==> config.mk <==
export PLATFORM = sky130hd
export DESIGN_NAME = code_or_data_region_classifier
export DESIGN_NICKNAME = d
export VERILOG_FILES = /design/src/hdl/cdrc_pkg.sv /design/src/hdl/code_or_data_region_classifier.sv /design/src/hdl/cdrc_tally.sv
export SDC_FILE = /design/constraint.sdc
export NUM_CORES = 1
export LEC_CHECK = 0
export ABC_AREA = 0
export BUFFER_PORTS_ARGS = -buffer_cell sky130_fd_sc_hd__buf_2
export CORE_MARGIN = 3
export CORE_UTILIZATION = 35
export DETAILED_ROUTE_END_ITERATION = 16
export HOLD_SLACK_MARGIN = 0.15
export PLACE_DENSITY_LB_ADDON = 0.2
export SLEW_MARGIN = 5
export SYNTH_ARGS = -nofsm -noshare
export SYNTH_HDL_FRONTEND = slang
export SYNTH_SLANG_ARGS = --single-unit
==> constraint.sdc <==
create_clock -name clk -period 10.5 [get_ports clk]
set_input_delay 1.05 -clock clk [delete_from_list [all_inputs] [get_ports clk]]
set_output_delay 1.05 -clock clk [all_outputs]
set_load 0.005 [all_outputs]
==> src/hdl/cdrc_pkg.sv <==
`default_nettype none

package cdrc_pkg;

  // Printable window on the low seven bits of a byte.
  localparam logic [6:0] PRINT_LO = 7'h20;
  localparam logic [6:0] PRINT_HI = 7'h7E;

  localparam int RUN_BITS  = 5;
  localparam int EQ_BITS   = 3;
  localparam int LONG_BITS = 2;

  localparam logic [RUN_BITS-1:0]  RUN_MAX    = '1;
  localparam logic [RUN_BITS-1:0]  RUN_TERM   = 5'd3;
  localparam logic [RUN_BITS-1:0]  RUN_LONG   = 5'd5;
  localparam logic [RUN_BITS-1:0]  RUN_SHARE  = 5'd10;
  localparam logic [RUN_BITS-1:0]  RUN_STRONG = 5'd20;
  localparam logic [EQ_BITS-1:0]   EQ_ONE     = 3'd1;
  localparam logic [EQ_BITS-1:0]   EQ_MAX     = '1;
  localparam logic [EQ_BITS-1:0]   EQ_REPEAT  = 3'd4;
  localparam logic [LONG_BITS-1:0] LONG_MAX   = '1;
  localparam logic [EQ_BITS-1:0]   LONG_NEEDED = 3'd2;

  localparam logic [15:0] ADDR_HI_MIN   = 16'h0800;
  localparam logic [15:0] ADDR_LO_LIMIT = 16'h0100;

  localparam int MIN_BYTES      = 4;
  localparam int PAIR_MIN_BYTES = 8;

  typedef struct packed {
    logic [7:0] data_byte;
    logic       last_byte;
  } item_t;

  typedef struct packed {
    logic        looks_like_data;
    logic [15:0] region_bytes;
  } verdict_t;

endpackage

`default_nettype wire

==> src/hdl/code_or_data_region_classifier.sv <==
// Classifies a region of bytes as data or code.
// Input channel (in_valid/in_ready): one byte of the region per transaction,
// with last_byte set on the final byte. Output channel (out_valid/out_ready):
// one verdict per region, looks_like_data plus the saturated count's low 16 bits.
// Each byte lands in an input register; from there it updates the running
// counters and, on the final byte, the verdict is registered in the result
// register, which raises out_valid. Throughput is one byte per cycle while
// no final byte is stalled behind a waiting verdict; the counter update lies
// between the input register and the result register.
// While a verdict waits on out_ready, bytes keep being taken; only a second
// final byte stalls, and then in_ready drops until the verdict is taken.
// Reset empties both registers and clears all counters to a fresh region.

`default_nettype none

module code_or_data_region_classifier #(
  parameter int COUNT_BITS = 16
) (
  input  wire logic        clk,
  input  wire logic        rst,
  input  wire logic        in_valid,
  output logic             in_ready,
  input  wire logic [7:0]  data_byte,
  input  wire logic        last_byte,
  output logic             out_valid,
  input  wire logic        out_ready,
  output logic             looks_like_data,
  output logic [15:0]      region_bytes
);

  cdrc_pkg::item_t    item;
  logic               item_valid;
  logic               advance;
  cdrc_pkg::verdict_t verdict;
  cdrc_pkg::verdict_t result;

  // A held byte moves on unless it is a final byte and the result slot is stalled.
  assign advance  = item_valid && (!item.last_byte || !out_valid || out_ready);
  assign in_ready = !item_valid || advance;

  always_ff @(posedge clk) begin
    if (rst) begin
      item_valid <= 1'b0;
    end else if (in_ready) begin
      item_valid <= in_valid;
    end
    if (in_valid && in_ready) begin
      item.data_byte <= data_byte;
      item.last_byte <= last_byte;
    end
  end

  cdrc_tally #(
    .COUNT_BITS(COUNT_BITS)
  ) u_tally (
    .clk     (clk),
    .rst     (rst),
    .take    (advance),
    .item    (item),
    .verdict (verdict)
  );

  always_ff @(posedge clk) begin
    if (rst) begin
      out_valid <= 1'b0;
    end else if (advance && item.last_byte) begin
      out_valid <= 1'b1;
    end else if (out_ready) begin
      out_valid <= 1'b0;
    end
    if (advance && item.last_byte) begin
      result <= verdict;
    end
  end

  assign looks_like_data = result.looks_like_data;
  assign region_bytes    = result.region_bytes;

endmodule

`default_nettype wire

==> src/hdl/cdrc_tally.sv <==
`default_nettype none

module cdrc_tally #(
  parameter int COUNT_BITS = 16
) (
  input  wire logic               clk,
  input  wire logic               rst,
  input  wire logic               take,
  input  wire cdrc_pkg::item_t    item,
  output cdrc_pkg::verdict_t      verdict
);

  localparam int EXT_BITS  = (COUNT_BITS > 16) ? COUNT_BITS : 16;
  localparam int WIDE_BITS = COUNT_BITS + 3;

  logic [COUNT_BITS-1:0]          byte_count, byte_count_next;
  logic [COUNT_BITS-1:0]          print_count, print_count_next;
  logic [COUNT_BITS-1:0]          address_pair_count, address_pair_count_next;
  logic [cdrc_pkg::RUN_BITS-1:0]  printable_run, printable_run_next;
  logic [cdrc_pkg::RUN_BITS-1:0]  longest_printable_run, longest_printable_run_next;
  logic [cdrc_pkg::LONG_BITS-1:0] long_run_count, long_run_count_next;
  logic [7:0]                     previous_byte, previous_byte_next;
  logic [cdrc_pkg::EQ_BITS-1:0]   equal_run, equal_run_next;
  logic                           repeat_seen, repeat_seen_next;
  logic                           terminated_string_seen, terminated_string_seen_next;
  logic [7:0]                     pair_low_byte, pair_low_byte_next;
  logic                           pair_phase, pair_phase_next;

  logic [6:0]                   low7;
  logic                         printable;
  logic                         first;
  logic [cdrc_pkg::EQ_BITS-1:0] equal_inc;
  logic [15:0]                  pair_value;
  logic                         addr_like;
  logic [cdrc_pkg::EQ_BITS-1:0] runs;
  logic [WIDE_BITS-1:0]         p_times5, n_times4, n_times3;
  logic [EXT_BITS-1:0]          n_ext;
  logic                         data;

  always_comb begin
    low7      = item.data_byte[6:0];
    printable = (low7 >= cdrc_pkg::PRINT_LO) && (low7 <= cdrc_pkg::PRINT_HI);
    first     = (byte_count == '0);

    // A zero byte closes a string only if at least three printable bytes led up to it.
    terminated_string_seen_next = terminated_string_seen |
        ((item.data_byte == 8'h00) && !item.last_byte &&
         (printable_run >= cdrc_pkg::RUN_TERM));

    if (printable) begin
      printable_run_next = (printable_run != cdrc_pkg::RUN_MAX) ?
                           printable_run + 1'b1 : printable_run;
      longest_printable_run_next = (printable_run_next > longest_printable_run) ?
                                   printable_run_next : longest_printable_run;
      long_run_count_next = long_run_count;
    end else begin
      printable_run_next         = '0;
      longest_printable_run_next = longest_printable_run;
      long_run_count_next = ((printable_run >= cdrc_pkg::RUN_LONG) &&
                             (long_run_count != cdrc_pkg::LONG_MAX)) ?
                            long_run_count + 1'b1 : long_run_count;
    end

    equal_inc = (equal_run != cdrc_pkg::EQ_MAX) ? equal_run + 1'b1 : equal_run;
    previous_byte_next = previous_byte;
    equal_run_next     = equal_run;
    repeat_seen_next   = repeat_seen;
    if (first) begin
      previous_byte_next = item.data_byte;
      equal_run_next     = cdrc_pkg::EQ_ONE;
    end else if (item.data_byte == previous_byte) begin
      equal_run_next = equal_inc;
      if (equal_inc >= cdrc_pkg::EQ_REPEAT) begin
        repeat_seen_next = 1'b1;
      end
    end else begin
      equal_run_next     = cdrc_pkg::EQ_ONE;
      previous_byte_next = item.data_byte;
    end

    // Little-endian pairs; a pair whose high byte ends the region is not counted.
    pair_value = {item.data_byte, pair_low_byte};
    addr_like  = (pair_value >= cdrc_pkg::ADDR_HI_MIN) ||
                 (pair_value < cdrc_pkg::ADDR_LO_LIMIT);
    pair_low_byte_next = pair_phase ? pair_low_byte : item.data_byte;
    pair_phase_next    = !pair_phase;
    address_pair_count_next = (pair_phase && !item.last_byte && addr_like &&
                               (address_pair_count != '1)) ?
                              address_pair_count + 1'b1 : address_pair_count;

    byte_count_next = (byte_count != '1) ? byte_count + 1'b1 : byte_count;
    print_count_next = (printable && (print_count != '1)) ?
                       print_count + 1'b1 : print_count;

    runs = cdrc_pkg::EQ_BITS'(long_run_count_next) +
           cdrc_pkg::EQ_BITS'(printable_run_next >= cdrc_pkg::RUN_LONG);

    // Shares are compared as 5*p against 4*n and 3*n.
    p_times5 = (WIDE_BITS'(print_count_next) << 2) + WIDE_BITS'(print_count_next);
    n_times4 = WIDE_BITS'(byte_count_next) << 2;
    n_times3 = (WIDE_BITS'(byte_count_next) << 1) + WIDE_BITS'(byte_count_next);

    data = (byte_count_next >= COUNT_BITS'(cdrc_pkg::MIN_BYTES)) &&
           ((longest_printable_run_next >= cdrc_pkg::RUN_STRONG) ||
            ((p_times5 > n_times4) &&
             (longest_printable_run_next >= cdrc_pkg::RUN_SHARE)) ||
            ((runs >= cdrc_pkg::LONG_NEEDED) && (p_times5 > n_times3)) ||
            repeat_seen_next ||
            terminated_string_seen_next ||
            ((byte_count_next >= COUNT_BITS'(cdrc_pkg::PAIR_MIN_BYTES)) &&
             (address_pair_count_next >= (byte_count_next >> 2))));

    n_ext                   = EXT_BITS'(byte_count_next);
    verdict.looks_like_data = data;
    verdict.region_bytes    = n_ext[15:0];
  end

  always_ff @(posedge clk) begin
    if (rst || (take && item.last_byte)) begin
      byte_count             <= '0;
      print_count            <= '0;
      address_pair_count     <= '0;
      printable_run          <= '0;
      longest_printable_run  <= '0;
      long_run_count         <= '0;
      previous_byte          <= '0;
      equal_run              <= cdrc_pkg::EQ_ONE;
      repeat_seen            <= 1'b0;
      terminated_string_seen <= 1'b0;
      pair_low_byte          <= '0;
      pair_phase             <= 1'b0;
    end else if (take) begin
      byte_count             <= byte_count_next;
      print_count            <= print_count_next;
      address_pair_count     <= address_pair_count_next;
      printable_run          <= printable_run_next;
      longest_printable_run  <= longest_printable_run_next;
      long_run_count         <= long_run_count_next;
      previous_byte          <= previous_byte_next;
      equal_run              <= equal_run_next;
      repeat_seen            <= repeat_seen_next;
      terminated_string_seen <= terminated_string_seen_next;
      pair_low_byte          <= pair_low_byte_next;
      pair_phase             <= pair_phase_next;
    end
  end

endmodule

`default_nettype wire

==> metrics.yaml <==
sta:
  fmax_mhz: 149
  setup_viol: 0
  layout_setup_ws_ns: 3.79
  period_minus_slack_ns: 6.71
  fin_tns_setup_ns: 0
  rsz0062_at_grt: "false"
  slew_headroom_pct: 31.9
  hold_viol: 0
  worstMarginPinSlew_ns: 1.02
  holdWs_ns: 0.462
  post-route-period-util_pct: 63.9
  worst_clock_skew_ns: 0.0156
  finalMaxSlewViolations: 0
detailed_routing:
  routed_wl_um: 19200
  vias: 6558
  wl_per_cell_um: 15.2
  ant_nets: 0
  drt_iter0_drc: 356
  drtPass1Iterations: 5
  via_per_inst: 5.21
  drc: 0
synth:
  synth_area_leader_cell: "dfxtp_1"
  syn_area_per_cell_sq_um: 8.33
  yosysSeqAreaShare_pct: 28.7
  synthArstFlopShare_pct: 0
  syn-cell-area_sq_um: 8020
  synth_flop_cell: "dfxtp_1"
  synth_area_leaders: "dfxtp_1 19%, ha_1 16%, edfxtp_1 9.7%"
  synth_cell_type_count: 66
  yosysMostFrequentCell: "nor2_1"
  synth_edf_count: 26
  synth_top_area_share_pct: 19.0
  yosys_register_bits: 102
  synthCells: 963
  synth_nets: 1081
  yosys_warnings: 0
  synth_common_cells: "126 x nor2_1, 103 x ha_1, 83 x nand2_1, 76 x dfxtp_1, 61 x xor2_1"
setup_path:
  required_ns: 10.60
  critPathBufInv: 1
  path_cells: "and3_1, nand3_1, or4_1, a21oi_1, inv_1, ha_1, fa_1, a21o_1, a21oi_1, o21bai_1, a2111oi_0, o311ai_0, a31o_2, a21o_1, xnor2_1, ha_1, and4_1, nand3_1, or4_1, o21ai_0, nor3_1, o21ai_0, o2111ai_1"
  cp.depth: 23
  cp-end-kind: "register"
  r2r_cells: 23
  worst-setup-path-type: "register to register"
  worst_setup_path_start_kind: "register"
  cpPeakStageDelay_ns: 0.68
  cp_data_arrival_time_ns: 6.81
  cp_max_fo: 9
  critPathTopFamily: "compound AO/OA/AOI/OAI gates"
  slowest_stage: "or4_1"
power_and_ir_drop:
  p_switching_uw: 247
  power.leakage_nw: 3.89
  swShare_pct: 28.5
  p_per_area_nw_per_um2: 99.1
  finalPower_uw: 867
  p_comb_share_pct: 10.0
  power_frac_clock_pct: 41.9
  seq_power_share_pct: 48.1
  vdd_drop_max_v: 0.000105
  intPower_uw: 620
floorplan:
  core_area_sq_um: 22200
  rows: 54
  initial_core_util_pct: 36.2
  die_area_sq_um: 24800
  die_w_um: 157
  pin_count: 32
  die_h_um: 157
grt:
  antenna_found_initial: 0
  first_global_vias: 6270
  grt_use_total_pct: 15.8
  grt_pass1_wl_um: 31800
  grt_start_max_net_pins: 75
  grt_overflow: 0
cts:
  ctsHoldBuffers: 0
  cts_setup_buffers: 0
  clkSinkCount: 102
  cts-root-buf: "clkbuf_16"
  cts_made_buffers: 9
  clk_path_buf_depth: 2
  clk_latency_ns: 0.37
  post_cts_resized: 0
  cts_tree: "done"
  path_clk_slew_ns: 0.08
  h-tree-depth: 3
min_path:
  min_path_type: "register to register"
  hold-path-cell-count: 2
status:
  status: "finished clean"
place:
  dpl.hpwl_um: 14800
  gp_congestion: 0.834
  dpl_cell_area_sq_um: 8430
  port_buffers: 31
  place_ws_ns: 3.80
  dp_cells: 1243
cells_and_area:
  fillers: 2278
  final_nets: 1092
  area_delta_synth_final_pct: 9.03
  drive_gt1_share_pct: 7.15
  stdcell_count: 1259
  seqCellArea_sq_um: 2300
  antenna_cells: 0
  utilization_pct: 39.5
  stdcell_area_sq_um: 8750
  multi_input_area_sq_um: 5400
run:
  drv_cap: 0
==> power groups by stage <==
stage,Clock (mW),Combinational [mW],Sequential [mW]
2_1_floorplan,0,0.0637,0.424
3_3_place_gp,0,0.0880,0.426
3_5_place_dp,0,0.0876,0.426
4_1_cts,0.376,0.0882,0.417
5_1_grt,0.391,0.0995,0.418
6_report,0.364,0.0867,0.417
==> layer usage <==
metal / up-vias / wire length, um / global-route usage (%)
met1: 3018 / 9530 / 21.2
li1: 3447 / - / -
met2: 74 / 8710 / 26.4
met3: 19 / 518 / 2.53
met5: - / 0 / 0
met4: 0 / 420 / 4.59
==> cell type report <==
type	instances	area share [%]
repair buffers	36	2.20
flip-flops and latches	102	26.3
well taps	280	4.00
clock buffers	9	2.57
multi-input cells	777	61.7
clock inverters	7	1.10
inverters	48	2.06
==> worst paths after layout <==
kind / startpoint / endpoint / slack, ns
worst min register to register: u_tally.equal_run[1]$_SDFFE_PP0P_ / u_tally.equal_run[1]$_SDFFE_PP0P_ / 0.46
worst max-delay path: u_tally.byte_count[4]$_SDFFE_PP0P_ / looks_like_data$_DFFE_PP_ / 3.79
worst min-delay path: u_tally.equal_run[1]$_SDFFE_PP0P_ / u_tally.equal_run[1]$_SDFFE_PP0P_ / 0.46
worst max register to register: u_tally.byte_count[4]$_SDFFE_PP0P_ / looks_like_data$_DFFE_PP_ / 3.79
==> sequential cells by signal, summed over array words and instances, names as in the netlist, 2 cells and up, named ones only <==
signal	count
region_bytes	16
u_tally.byte_count	16
u_tally.printable_run	5
u_tally.equal_run	3
u_tally.print_count	15
u_tally.previous_byte	8
item	9
u_tally.longest_printable_run	5
u_tally.address_pair_count	16
u_tally.long_run_count	2
==> cells by family (layout without fill, tap and decap cells) <==
group | after synthesis | count (layout) | synth area share, %
AO/OA/AOI/OAI | 170 | 170 | 13.9
XOR/XNOR | 113 | 113 | 12.3
adder cells (fa/ha/maj) | 106 | 106 | 16.7
buffers and inverters | 84 | 100 | 3.99
flip-flops | 102 | 102 | 28.7
multiplexers | 18 | 18 | 2.35
AND/OR/NAND/NOR | 370 | 370 | 22.0
==> tightest hold or removal path: cells and delay by family, from the launching register on <==
kind | cells | cell delay [ns]
and+or+nand+nor | 1 | 0.05
AOI/OAI and AO/OA | 1 | 0.05
DFF | 1 | 0.32
==> placed cells by master, fill, tap and decap left out, types with 5 or more instances in the layout <==
| master | count |
|---|---|
| a211oi_1 | 11 |
| nor3_1 | 22 |
| and3_1 | 16 |
| inv_1 | 48 |
| xnor2_1 | 52 |
| edfxtp_1 | 26 |
| o21ai_0 | 25 |
| a21oi_1 | 55 |
| a21o_1 | 14 |
| o21a_1 | 11 |
| buf_2 | 31 |
| nor2_1 | 126 |
| nand2_1 | 83 |
| nor2b_1 | 10 |
| o211ai_1 | 5 |
| mux2i_1 | 14 |
| buf_4 | 5 |
| nor4_1 | 7 |
| nand3_1 | 41 |
| a31oi_1 | 8 |
| clkbuf_16 | 9 |
| and4_1 | 10 |
| dfxtp_1 | 76 |
| xor2_1 | 61 |
| nand2b_1 | 5 |
| ha_1 | 103 |
| o21bai_1 | 6 |
| nand4_1 | 24 |
No activity file was read; power rests on OpenSTA's default activity.
